[config.mk]
export PLATFORM = sky130hd
export DESIGN_NAME = utf8_escape_decoder_flat
export DESIGN_NICKNAME = d
export VERILOG_FILES = /design/src/rtl/u8d_pkg.sv /design/src/rtl/u8d_ifs.sv /design/src/rtl/utf8_escape_decoder.sv /design/src/rtl/u8d_step.sv /design/src/flat_wrapper.sv
export SDC_FILE = /design/constraint.sdc
export NUM_CORES = 1
export LEC_CHECK = 0
export ABC_AREA = 1
export BUFFER_PORTS_ARGS = -buffer_cell sky130_fd_sc_hd__buf_2
export CORE_MARGIN = 2
export CORE_UTILIZATION = 55
export CTS_BUF_LIST = sky130_fd_sc_hd__clkbuf_4 sky130_fd_sc_hd__clkbuf_8
export DETAILED_ROUTE_END_ITERATION = 12
export GPL_TIMING_DRIVEN = 1
export PLACE_DENSITY = 0.79
export SYNTH_ARGS = -nofsm -noshare
export SYNTH_HDL_FRONTEND = slang
export SYNTH_SLANG_ARGS = --single-unit
[constraint.sdc]
create_clock -name clk -period 2.9 [get_ports clk]
set_clock_uncertainty 0.2 [all_clocks]
set_input_delay 0.145 -clock clk [delete_from_list [all_inputs] [get_ports clk]]
set_output_delay 0.145 -clock clk [all_outputs]
set_load 0.01 [all_outputs]
[src/rtl/u8d_pkg.sv]
`default_nettype none
// ----------------------------------------------------------------------------
// u8d_pkg: shared types and codes for the UTF-8 / escape decoder
// Status codes, decode phases, character constants and the decoder state.
// ----------------------------------------------------------------------------
package u8d_pkg;

  localparam int CodeW   = 21;
  localparam int StatusW = 4;
  localparam int PhaseW  = 2;
  localparam int LeftW   = 3;
  localparam int MinW    = 17;

  // decode phases
  localparam logic [PhaseW-1:0] PH_IDLE   = 2'd0;
  localparam logic [PhaseW-1:0] PH_UTF8   = 2'd1;
  localparam logic [PhaseW-1:0] PH_BSLASH = 2'd2;
  localparam logic [PhaseW-1:0] PH_HEX    = 2'd3;

  // result status codes
  localparam logic [StatusW-1:0] ST_OK          = 4'd0;
  localparam logic [StatusW-1:0] ST_END         = 4'd1;
  localparam logic [StatusW-1:0] ST_BAD_START   = 4'd2;
  localparam logic [StatusW-1:0] ST_BAD_CONT    = 4'd3;
  localparam logic [StatusW-1:0] ST_OVERLONG    = 4'd4;
  localparam logic [StatusW-1:0] ST_RANGE       = 4'd5;
  localparam logic [StatusW-1:0] ST_SURROGATE   = 4'd6;
  localparam logic [StatusW-1:0] ST_BS_END      = 4'd7;
  localparam logic [StatusW-1:0] ST_UNKNOWN_ESC = 4'd8;
  localparam logic [StatusW-1:0] ST_SHORT_HEX   = 4'd9;
  localparam logic [StatusW-1:0] ST_TOO_LARGE   = 4'd10;

  localparam logic [CodeW-1:0] UNI_MAX    = 21'h10ffff;
  localparam logic [CodeW-1:0] CODE_CLAMP = 21'h110000;
  localparam logic [CodeW-1:0] SURR_LO    = 21'h00d800;
  localparam logic [CodeW-1:0] SURR_HI    = 21'h00e000;
  localparam logic [CodeW-1:0] SMALL_MAX  = 21'h00007f;

  localparam logic [MinW-1:0] MIN_2BYTE = 17'(1 << 7);
  localparam logic [MinW-1:0] MIN_3BYTE = 17'(1 << 11);
  localparam logic [MinW-1:0] MIN_4BYTE = 17'(1 << 16);

  // bytes with a meaning of their own
  localparam logic [7:0] CH_NUL     = 8'h00;
  localparam logic [7:0] CH_BSLASH  = 8'h5c;
  localparam logic [7:0] CH_SQUOTE  = 8'h27;
  localparam logic [7:0] CH_DQUOTE  = 8'h22;
  localparam logic [7:0] CH_T       = 8'h74;
  localparam logic [7:0] CH_N       = 8'h6e;
  localparam logic [7:0] CH_R       = 8'h72;
  localparam logic [7:0] CH_X       = 8'h78;
  localparam logic [7:0] CH_U_LO    = 8'h75;
  localparam logic [7:0] CH_U_HI    = 8'h55;
  localparam logic [7:0] CH_TAB     = 8'h09;
  localparam logic [7:0] CH_LF      = 8'h0a;
  localparam logic [7:0] CH_CR      = 8'h0d;
  localparam logic [7:0] LEAD_MIN   = 8'hc2;
  localparam logic [7:0] LEAD_MAX   = 8'hf4;
  localparam logic [7:0] LEAD_3BYTE = 8'he0;
  localparam logic [7:0] LEAD_4BYTE = 8'hf0;
  localparam logic [7:0] CONT_MIN   = 8'h80;
  localparam logic [7:0] CONT_MAX   = 8'hbf;

  typedef struct packed {
    logic [PhaseW-1:0] phase;
    logic [LeftW-1:0]  bytes_left;
    logic [CodeW-1:0]  acc;
    logic [MinW-1:0]   min_code;
    logic              limit_small;
  } dec_state_t;

endpackage

`default_nettype wire

[src/rtl/u8d_ifs.sv]
`default_nettype none
// ----------------------------------------------------------------------------
// u8d_ifs: valid/ready channels of the decoder
// Byte input, result output and configuration write channels.
// ----------------------------------------------------------------------------
interface u8d_byte_if;
  logic       valid;
  logic       ready;
  logic [7:0] data_byte;
  logic       end_of_data;
  modport source (output valid, output data_byte, output end_of_data, input ready);
  modport sink   (input valid, input data_byte, input end_of_data, output ready);
endinterface

interface u8d_result_if;
  logic        valid;
  logic        ready;
  logic [20:0] code_point;
  logic [3:0]  status;
  modport source (output valid, output code_point, output status, input ready);
  modport sink   (input valid, input code_point, input status, output ready);
endinterface

interface u8d_cfg_if;
  logic valid;
  logic ready;
  logic data;
  modport source (output valid, output data, input ready);
  modport sink   (input valid, input data, output ready);
endinterface

`default_nettype wire

[src/rtl/utf8_escape_decoder.sv]
`default_nettype none
// A byte accepted into the input register passes through the step logic into the result register.
// Throughput: one byte per cycle; the input register advances whenever the
// result register is empty or is being taken.
// Bytes inside a sequence or escape give no result and still move at one per cycle.
// Reset (rst, synchronous): empty registers, idle phase, escape_mode 0.
// ----------------------------------------------------------------------------
// utf8_escape_decoder: byte-serial UTF-8 decoder with backslash escapes
// Input register, single-pass step logic, result register.
// ----------------------------------------------------------------------------
module utf8_escape_decoder (
  input  wire        clk,
  input  wire        rst,
  u8d_byte_if.sink   bytes,
  u8d_result_if.source results,
  u8d_cfg_if.sink    cfg
);
  import u8d_pkg::*;

  logic               escape_mode;
  logic               in_vld;
  logic [7:0]         in_byte;
  logic               in_end;
  dec_state_t         state;
  dec_state_t         state_next;
  logic               emit;
  logic [CodeW-1:0]   step_code;
  logic [StatusW-1:0] step_status;
  logic               out_vld;
  logic [CodeW-1:0]   out_code;
  logic [StatusW-1:0] out_status;
  logic               advance;

  assign advance     = in_vld && (!out_vld || results.ready);
  assign bytes.ready = !in_vld || advance;
  assign cfg.ready   = 1'b1;

  assign results.valid      = out_vld;
  assign results.code_point = out_code;
  assign results.status     = out_status;

  u8d_step u_step (
    .cur         (state),
    .escape_mode (escape_mode),
    .data_byte   (in_byte),
    .end_of_data (in_end),
    .nxt         (state_next),
    .emit        (emit),
    .code_point  (step_code),
    .status      (step_status)
  );

  always_ff @(posedge clk) begin
    if (rst) begin
      escape_mode <= 1'b0;
    end else if (cfg.valid) begin
      escape_mode <= cfg.data;
    end
  end

  always_ff @(posedge clk) begin
    if (rst) begin
      in_vld <= 1'b0;
    end else if (bytes.ready) begin
      in_vld <= bytes.valid;
    end
  end

  always_ff @(posedge clk) begin
    if (bytes.ready && bytes.valid) begin
      in_byte <= bytes.data_byte;
      in_end  <= bytes.end_of_data;
    end
  end

  always_ff @(posedge clk) begin
    if (rst) begin
      state <= '0;
    end else if (advance) begin
      state <= state_next;
    end
  end

  always_ff @(posedge clk) begin
    if (rst) begin
      out_vld <= 1'b0;
    end else if (advance) begin
      out_vld <= emit;
    end else if (results.ready) begin
      out_vld <= 1'b0;
    end
  end

  always_ff @(posedge clk) begin
    if (advance && emit) begin
      out_code   <= step_code;
      out_status <= step_status;
    end
  end

`ifndef SYNTHESIS
  a_err_zero_code: assert property (@(posedge clk) disable iff (rst)
    (results.valid && results.status != ST_OK) |-> results.code_point == '0)
    else $error("nonzero code point with error status");

  a_ok_in_range: assert property (@(posedge clk) disable iff (rst)
    (results.valid && results.status == ST_OK) |-> results.code_point <= UNI_MAX)
    else $error("ok result above Unicode range");

  a_stall_cause: assert property (@(posedge clk) disable iff (rst)
    !bytes.ready |-> (in_vld && out_vld && !results.ready))
    else $error("input stalled without output back-pressure");

  a_emit_idle: assert property (@(posedge clk) disable iff (rst)
    (advance && emit) |=> (state.phase == PH_IDLE && results.valid))
    else $error("result issued without return to idle");

  a_utf8_count: assert property (@(posedge clk) disable iff (rst)
    state.phase == PH_UTF8 |-> (state.bytes_left >= 3'd1 && state.bytes_left <= 3'd3))
    else $error("bad continuation count inside UTF-8 sequence");
`endif

endmodule

`default_nettype wire

[src/rtl/u8d_step.sv]
`default_nettype none
// ----------------------------------------------------------------------------
// u8d_step: next-state and result logic for one byte
// Given the current decode state, mode and byte, gives the next state and an
// optional result (code point and status).
// ----------------------------------------------------------------------------
module u8d_step (
  input  wire u8d_pkg::dec_state_t        cur,
  input  wire                             escape_mode,
  input  wire [7:0]                       data_byte,
  input  wire                             end_of_data,
  output u8d_pkg::dec_state_t             nxt,
  output logic                            emit,
  output logic [u8d_pkg::CodeW-1:0]       code_point,
  output logic [u8d_pkg::StatusW-1:0]     status
);
  import u8d_pkg::*;

  logic [7:0]       b;
  logic [CodeW-1:0] utf_acc;
  logic [3:0]       hex_val;
  logic             hex_ok;
  logic [CodeW+3:0] hex_wide;
  logic [CodeW-1:0] hex_acc;
  logic [CodeW-1:0] hex_limit;

  assign b = end_of_data ? CH_NUL : data_byte;

  // shift in six payload bits, kept to 21 bits
  assign utf_acc = {cur.acc[CodeW-7:0], b[5:0]};

  always_comb begin
    hex_ok  = 1'b1;
    hex_val = b[3:0];
    if (b inside {[8'h30:8'h39]}) begin
      hex_val = b[3:0];
    end else if (b inside {[8'h41:8'h46], [8'h61:8'h66]}) begin
      hex_val = b[3:0] + 4'd9;
    end else begin
      hex_ok = 1'b0;
    end
  end

  // accumulation saturates just above the Unicode range
  assign hex_wide  = {cur.acc, hex_val};
  assign hex_acc   = (hex_wide > {4'd0, UNI_MAX}) ? CODE_CLAMP : hex_wide[CodeW-1:0];
  assign hex_limit = cur.limit_small ? SMALL_MAX : UNI_MAX;

  always_comb begin
    nxt        = cur;
    emit       = 1'b0;
    status     = ST_OK;
    code_point = '0;
    case (cur.phase)
      PH_IDLE: begin
        if (b == CH_NUL) begin
          emit   = 1'b1;
          status = ST_END;
        end else if (b < CONT_MIN) begin
          if (escape_mode && b == CH_BSLASH) begin
            nxt.phase = PH_BSLASH;
          end else begin
            emit       = 1'b1;
            code_point = {13'd0, b};
          end
        end else if (b < LEAD_MIN || b > LEAD_MAX) begin
          emit   = 1'b1;
          status = ST_BAD_START;
        end else begin
          nxt.phase = PH_UTF8;
          if (b < LEAD_3BYTE) begin
            nxt.bytes_left = 3'd1;
            nxt.acc        = {16'd0, b[4:0]};
            nxt.min_code   = MIN_2BYTE;
          end else if (b < LEAD_4BYTE) begin
            nxt.bytes_left = 3'd2;
            nxt.acc        = {17'd0, b[3:0]};
            nxt.min_code   = MIN_3BYTE;
          end else begin
            nxt.bytes_left = 3'd3;
            nxt.acc        = {18'd0, b[2:0]};
            nxt.min_code   = MIN_4BYTE;
          end
        end
      end
      PH_UTF8: begin
        if (b < CONT_MIN || b > CONT_MAX) begin
          emit   = 1'b1;
          status = ST_BAD_CONT;
        end else begin
          nxt.acc = utf_acc;
          if (cur.bytes_left > 3'd1) begin
            nxt.bytes_left = cur.bytes_left - 3'd1;
          end else begin
            emit = 1'b1;
            if (utf_acc < {4'd0, cur.min_code}) begin
              status = ST_OVERLONG;
            end else if (utf_acc > UNI_MAX) begin
              status = ST_RANGE;
            end else if (utf_acc >= SURR_LO && utf_acc < SURR_HI) begin
              status = ST_SURROGATE;
            end else begin
              code_point = utf_acc;
            end
          end
        end
      end
      PH_BSLASH: begin
        case (b)
          CH_NUL: begin
            emit   = 1'b1;
            status = ST_BS_END;
          end
          CH_BSLASH, CH_SQUOTE, CH_DQUOTE: begin
            emit       = 1'b1;
            code_point = {13'd0, b};
          end
          CH_T: begin
            emit       = 1'b1;
            code_point = {13'd0, CH_TAB};
          end
          CH_N: begin
            emit       = 1'b1;
            code_point = {13'd0, CH_LF};
          end
          CH_R: begin
            emit       = 1'b1;
            code_point = {13'd0, CH_CR};
          end
          CH_X: begin
            nxt.phase       = PH_HEX;
            nxt.bytes_left  = 3'd2;
            nxt.limit_small = 1'b1;
            nxt.acc         = '0;
          end
          CH_U_LO: begin
            nxt.phase       = PH_HEX;
            nxt.bytes_left  = 3'd4;
            nxt.limit_small = 1'b0;
            nxt.acc         = '0;
          end
          CH_U_HI: begin
            nxt.phase       = PH_HEX;
            nxt.bytes_left  = 3'd6;
            nxt.limit_small = 1'b0;
            nxt.acc         = '0;
          end
          default: begin
            emit   = 1'b1;
            status = ST_UNKNOWN_ESC;
          end
        endcase
      end
      default: begin
        if (!hex_ok) begin
          emit   = 1'b1;
          status = ST_SHORT_HEX;
        end else begin
          nxt.acc = hex_acc;
          if (cur.bytes_left > 3'd1) begin
            nxt.bytes_left = cur.bytes_left - 3'd1;
          end else begin
            emit = 1'b1;
            if (hex_acc > hex_limit) begin
              status = ST_TOO_LARGE;
            end else begin
              code_point = hex_acc;
            end
          end
        end
      end
    endcase
    if (emit) begin
      nxt.phase      = PH_IDLE;
      nxt.bytes_left = '0;
    end
  end

endmodule

`default_nettype wire
[src/flat_wrapper.sv]
// flat-port wrapper written by rule: the top's interface ports become plain ports
module utf8_escape_decoder_flat import u8d_pkg::*;
  (clk, rst, bytes_valid, bytes_data_byte, bytes_end_of_data, bytes_ready, results_valid, results_code_point, results_status, results_ready, cfg_valid, cfg_data, cfg_ready);
  u8d_byte_if bytes_i ();
  u8d_result_if results_i ();
  u8d_cfg_if cfg_i ();
  input  wire clk;
  input  wire rst;
  input wire logic [$bits(bytes_i.valid)-1:0] bytes_valid;
  input wire logic [$bits(bytes_i.data_byte)-1:0] bytes_data_byte;
  input wire logic [$bits(bytes_i.end_of_data)-1:0] bytes_end_of_data;
  output wire logic [$bits(bytes_i.ready)-1:0] bytes_ready;
  output wire logic [$bits(results_i.valid)-1:0] results_valid;
  output wire logic [$bits(results_i.code_point)-1:0] results_code_point;
  output wire logic [$bits(results_i.status)-1:0] results_status;
  input wire logic [$bits(results_i.ready)-1:0] results_ready;
  input wire logic [$bits(cfg_i.valid)-1:0] cfg_valid;
  input wire logic [$bits(cfg_i.data)-1:0] cfg_data;
  output wire logic [$bits(cfg_i.ready)-1:0] cfg_ready;
  assign bytes_i.valid = bytes_valid;
  assign bytes_i.data_byte = bytes_data_byte;
  assign bytes_i.end_of_data = bytes_end_of_data;
  assign bytes_ready = bytes_i.ready;
  assign results_valid = results_i.valid;
  assign results_code_point = results_i.code_point;
  assign results_status = results_i.status;
  assign results_i.ready = results_ready;
  assign cfg_i.valid = cfg_valid;
  assign cfg_i.data = cfg_data;
  assign cfg_ready = cfg_i.ready;
  utf8_escape_decoder u_core (.clk(clk), .rst(rst), .bytes(bytes_i), .results(results_i), .cfg(cfg_i));
endmodule
=== Word-level counts from Yosys, hierarchy flattened ===
Cells that the tools add are included.

* Register bits after elaboration: 81
* Output and inout bits: 28
* Input bits: 15
* Logic and storage cells: 149

* Reduce and logical (&&, ||, !) cells: 31
* $add $sub $neg: 2
* Eq/ne operators: 23
* $lt $le $gt $ge: 19
* Bitwise gates (word level): 3
* Mux-type cells: 59

{| class="wikitable"
|+ Operators with widths
! operator !! number
|-
| 21-bit two-way mux || 10
|-
| 43-bit two-way mux || 2
|-
| 41-bit two-way mux || 2
|-
| 26-bit case mux with 3 select lines || 1
|-
| 24-bit case mux with 3 select lines || 1
|-
| 21-bit case mux with 3 select lines || 1
|-
| 8-bit by 7-bit == test with 1-bit output (second input constant) || 7
|-
| 24-bit two-way mux || 2
|-
| 39-bit two-way mux || 1
|-
| 8-bit less-than comparator (second input constant) || 4
|-
| 8-bit two-way mux || 4
|-
| 8-bit case mux with 4 select lines || 1
|-
| 25-bit by 21-bit greater-than comparator with 1-bit output (second input constant) || 1
|-
| 21-bit by 16-bit greater-or-equal comparator with 1-bit output (second input constant) || 1
|-
| 21-bit greater-than comparator || 1
|-
| 21-bit greater-than comparator (second input constant) || 1
|-
| 21-bit by 16-bit less-than comparator with 1-bit output (second input constant) || 1
|-
| 21-bit by 17-bit less-than comparator with 1-bit output || 1
|-
| 4-bit two-way mux || 5
|-
| 3-bit two-way mux || 6
|-
| 8-bit by 6-bit == test with 1-bit output (second input constant) || 2
|-
| 8-bit by 7-bit greater-or-equal comparator with 1-bit output (second input constant) || 2
|-
| 8-bit greater-than comparator (second input constant) || 2
|-
| 8-bit by 7-bit less-or-equal comparator with 1-bit output (second input constant) || 2
|-
| other kinds (37) || 76
|}

=== Longest topological paths before layout ===
* Word-level depth: 13
* Gate-level depth with buffers: 21
* Gate-level depth less buffers: 19

=== By module ===
Synthesis repeated with hierarchy kept, for this count alone.

* Cells, all modules: 991
* Area total of the unflattened synthesis: 6486.2 um^2

{| class="wikitable"
|+ Modules (own cells, without submodules)
! module !! instances !! area each (um^2) !! cells each !! seq. area each (um^2)
|-
| u8d_step || 1 || 3380.7 || 647 || 0.0
|-
| utf8_escape_decoder || 1 || 3105.5 || 344 || 1961.9
|}

=== Worst setup path before layout ===
No wires, ideal clock.

* Path kind: register to register
* Start point: register u_core.in_end
* End point: register u_core.out_code[0] (netlist: u_core.results.code_point[0]) (enable)
* Period minus slack after synthesis: 2.930 ns
* Data required time: 2.320 ns
* Cell stages (with the launch flop): 17
* Library setup time: 0.380 ns
* Buffers on the path: 1
* Path slack: -0.030 ns
* Arrival time: 2.350 ns
* Cells stage by stage: edfxtp_1 > inv_2 > buf_6 > nand2_1 > inv_1 > ha_1 > inv_1 > nand3_1 > nand2_1 > inv_1 > nand2_2 > nand2_1 > nand2_1 > inv_1 > nand2_1 > nand3_2 > inv_1

* Word-level cells in the longest chain between the ends: 9
* Elaborated cells on any way between the ends: 35
* Classes of those cells: order compare: 10; eq/ne: 4; mux: 11; reduce/logical: 10

{| class="wikitable"
|+ RTL lines
! element !! line !! RTL
|-
| start: declaration || utf8_escape_decoder.sv:23 || <nowiki>logic in_end;</nowiki>
|-
| start signal: assignment || utf8_escape_decoder.sv:72 || <nowiki>in_end <= bytes.end_of_data;</nowiki>
|-
| 8-bit two-way mux (*) || u8d_step.sv:27 || <nowiki>assign b = end_of_data ? CH_NUL : data_byte;</nowiki>
|-
| 8-bit by 7-bit greater-or-equal comparator with 1-bit output or 8-bit by 7-bit less-or-equal comparator with 1-bit output (tied branches) || u8d_step.sv:37 || <nowiki>end else if (b inside {[8'h41:8'h46], [8'h61:8'h66]}) begin</nowiki>
|-
| 1-bit logical AND || u8d_step.sv:37 ||
|-
| 2-bit nonzero test || u8d_step.sv:37 ||
|-
| 1-bit two-way mux || u8d_step.sv:37 ||
|-
| 1-bit two-way mux || u8d_step.sv:35 || <nowiki>if (b inside {[8'h30:8'h39]}) begin</nowiki>
|-
| 1-bit two-way mux || u8d_step.sv:155 || <nowiki>if (!hex_ok) begin</nowiki>
|-
| 1-bit case mux with 3 select lines (*) || u8d_step.sv:54 || <nowiki>case (cur.phase)</nowiki>
|-
| 1-bit logical AND (*) || utf8_escape_decoder.sv:95 || <nowiki>if (advance && emit) begin</nowiki>
|-
| end signal: assignment || utf8_escape_decoder.sv:96 || <nowiki>out_code <= step_code;</nowiki>
|-
| end: declaration || utf8_escape_decoder.sv:30 || <nowiki>logic [CodeW-1:0] out_code;</nowiki>
|}

Every way passes the cells marked *; elsewhere a longest branch is shown, timed or not.
A chain may end at the register's enable or synchronous reset.

=== Worst setup path in the final report ===
* Start point: register u_core.state[31] (netlist name)
* End point: register u_core.out_code[16] (netlist: u_core.results.code_point[16]) (data pin)

* Word-level cells in the longest chain between the ends: 8
* Elaborated cells on any way between the ends: 17
* Classes of those cells: order compare: 6; mux: 10; reduce/logical: 1

{| class="wikitable"
|+ RTL lines
! element !! line !! RTL
|-
| start: declaration || utf8_escape_decoder.sv:24 || <nowiki>dec_state_t state;</nowiki>
|-
| start signal: assignment || utf8_escape_decoder.sv:80 || <nowiki>state <= state_next;</nowiki>
|-
| parallel branches: the longest is 7 deep, another holds 25-bit by 21-bit greater-than comparator with 1-bit output || - ||
|-
| 21-bit case mux with 3 select lines (*) || u8d_step.sv:54 ||
|-
| via u_core.step_code[16] || utf8_escape_decoder.sv:27 || <nowiki>logic [CodeW-1:0] step_code;</nowiki>
|}

Mark *: on every way through the listed nets, which the timed path passes.

==> metrics.txt <==
Final #Nets=769; worst hold start=u_core.state[12]$_SDFFE_PP0P_; fraction of layout cells with a size suffix above 1=21.70%; first-pass GRT wire length=22340 µm; Num CTS Buffers=9; total number of vias=5040; CTS Root Cell=clkbuf_8; htree depth=3; Slew Viols, Final=0; largest cells by area after synthesis=edfxtp_1, dfxtp_1, nand2_1; vias in the first global route=4560; post-synthesis sequential area ratio=36.78%; worst path required time=2.90 ns; Total GRT Usage=31.81%; Arr. time, crit path=2.76 ns; Post-Syn Nets=677; number of max-cap violations=0; Final Cycle Share=95.10%; outcome=completed; Hold Crit Depth=2; drt initial violations=546; Synth cell types=40; CTS tree=built; worst-path fanout max=10; ANT cells=0; worst setup margin=0.1421 ns; RR Endpoint=u_core.results.code_point[16]$_DFFE_PP_; I/O Pins=43; switch share=27.55%; fillers=723; Worst setup SP type=flop; Yosys top cell by area=edfxtp_1; PwrDens=370.6 nW/µm²; initial antenna violation count=0; Worst-Margin Slew=0.6609 ns; WHS=0.2692 ns; DIE AREA=9058 µm²; Mean Syn Cell Area=7.088 µm²; top cell type's share of synthesized area=22.33%; r2r startpoint=u_core.state[31]$_SDFFE_PP0P_; Die H=95.18 µm; Slew headroom=55.47%; clock slew at reported path FFs=0.07 ns; critical path capture point type=flop; R2R depth=15; sequential group share of total power=50.7%; Gate Count Post-Synth=645; Buffers on Ports=41; post-detail-place hpwl=10430 µm; clk buf depth=2; vias per cell=5.950; multi-input combinational cell area=2571 µm²; Post-Syn Area=4572 µm²; First-pass DRT Iterations=5; storage element area=1685 µm²; Setup CP Type=flop to flop; Post-Layout Cell Count=847; Yosys warnings=0; logic gate share of total power=15.5%; sw power=0.0005717 W; core footprint=8134 µm²; dpl cells=808; grt total ovfl=0; worst reg-to-reg setup slack=0.14 ns; Int Power=0.001503 W; Clock power frac=33.8%; CTS sink cnt=67; initial cell density of the core=56.21%; # DRC=0; Die X=95.18 µm; HP Class=flop to flop; Fin. Hold Viols=0; fin crit period=2.758 ns; Max Freq=362.6 MHz; pre-CTS setup slack=-0.1469 ns; Pleak=2.542 nW; final WL=13980 µm; hold path endpoint=u_core.state[12]$_SDFFE_PP0P_; antenna-violating nets left=0; Max VDD drop=0.2873 mV; wire per inst=16.51 µm; FP Rows=33; register bit total from synthesis=67; clk_lat worst skew=0.34 ns; largest net degree at the start of global routing=26; Syn-to-layout area delta=22.47%; GP Congestion=0.9858; setup violators final=0
## kinds of logic after synthesis
group	after synthesis	synth area share, %
buffers and inverters	104	9.688
other	1	0.08202
AOI/OAI and AO/OA	113	13.36
DFF	67	36.78
xor gates and xnor gates	1	0.1916
adders and majority gates	17	4.652
and+or+nand+nor	342	35.25
## power groups by stage
stage	combinational, W	clock (W)	sequential [W]
floorplan	0.000166	0	0.00108
global placement	0.000278	0	0.00107
detailed placement	0.000281	0	0.00107
CTS	0.000299	0.000713	0.00105
global route	0.000350	0.000745	0.00106
finish	0.000321	0.000701	0.00105
## synthesized netlist by cell type (all sizes together)
| cell type | n |
|---|---|
| nor3 | 14 |
| edfxtp | 34 |
| inv | 81 |
| nand3 | 71 |
| o31ai | 1 |
| xor2 | 1 |
| buf | 10 |
| nand2 | 145 |
| ha | 17 |
| a31oi | 3 |
| nand4 | 24 |
| nor3b | 1 |
| o21bai | 4 |
| or2 | 2 |
| o22ai | 2 |
| nor2 | 75 |
| o211ai | 4 |
| a221oi | 1 |
| nor4 | 8 |
| nand3b | 2 |
| a211oi | 2 |
| o21ai | 36 |
| a21oi | 58 |
| dfxtp | 33 |
| a311oi | 1 |
| conb | 1 |
| clkbuf | 13 |
| a31o | 1 |
## final cells by class
type                       count  share of cell area [%]
multi-input combinational    475                   45.92
sequential                    67                   30.10
timing repair buffer         103                   12.87
inverter                      81                   5.587
clock buffer                  12                   2.726
tap                          105                   2.346
clock inverter                 4                  0.4469
## metrics by stage
step / utilization [%] / area (µm²) / power [W] / TNS (ns)
CTS: 66.82 / 5435 / 0.002064 / 0
finish: 68.84 / 5599 / 0.002075 / 0
detailed placement: 62.59 / 5091 / 0.001355 / -2.470
global route: 68.84 / 5599 / 0.002151 / -0.01278
floorplan: - / 4576 / 0.001247 / 0
global placement: 62.59 / 5091 / 0.001351 / -1.764
## registers in the layout (all words and copies together) (netlist names)
signal,cells
u_core.in_byte,8
u_core.in_vld,1
u_core.in_end,1
u_core.results.code_point,21
u_core.results.valid,1
u_core.escape_mode,1
u_core.results.status,4
u_core.state,30
## per-layer routing
layer | wire, µm | share of wire [%] | GRT usage [%] | vias up
met4 | 403 | 2.9 | 12.32 | 0
met1 | 6107 | 44 | 46.12 | 2292
li1 | - | - | - | 2374
met2 | 5947 | 43 | 47.48 | 329
met5 | 0 | 0 | 0 | -
met3 | 1524 | 11 | 4.980 | 45
## placed cells by master (no fill, tap or decap), types with 10 or more instances in the layout
cell type / count
nand2_1: 128
inv_1: 71
nor2_1: 62
nand3_1: 62
a21oi_1: 57
buf_4: 46
buf_2: 41
o21ai_0: 35
edfxtp_1: 34
dfxtp_1: 32
nand4_1: 24
ha_1: 16
dlygate4sd3_1: 15
nor3_1: 14
nand2_2: 11
clkbuf_8: 10
## critical path, stage by stage, from the launching register on
cell and delay (ns):
dfxtp_4 0.35, nor2_1 0.08, nand2_1 0.07, nand2_2 0.10, nand2_4 0.08, or2_4 0.25, ha_4 0.29, nand2_2 0.07
nor4_4 0.32, nand3_1 0.13, nor2_1 0.10, nand3b_1 0.10, buf_4 0.18, nand2_4 0.12, nand3_1 0.09, nand2_1 0.10
## what timing repair did
action / in CTS / in global routing
resized for setup: 4 / 26
hold buffers: 15 / 0
buffers inserted: 0 / 7
cloned: 0 / 1
endpoints found under the hold margin: 20 / 0
endpoints found under the setup margin: 23 / 52
pin swaps: 0 / 8
## how the worst max path moves through the flow
stage	end	cells past startpoint	slack [ns]	start
after global placement	u_core.results.code_point[17]$_DFFE_PP_	14	-0.09	u_core.state[37]$_SDFFE_PP0P_
after detailed placement	u_core.results.code_point[19]$_DFFE_PP_	14	-0.15	u_core.state[37]$_SDFFE_PP0P_
final	u_core.results.code_point[16]$_DFFE_PP_	15	0.14	u_core.state[31]$_SDFFE_PP0P_
after global routing	u_core.results.code_point[11]$_DFFE_PP_	14	-0.003	u_core.in_end$_DFFE_PP_
after floorplan	u_core.results.code_point[0]$_DFFE_PP_	16	0.11	u_core.in_end$_DFFE_PP_
after CTS	u_core.results.status[3]$_DFFE_PP_	14	0.04	u_core.state[31]$_SDFFE_PP0P_
Note: power is estimated with default switching activity, not from simulation.
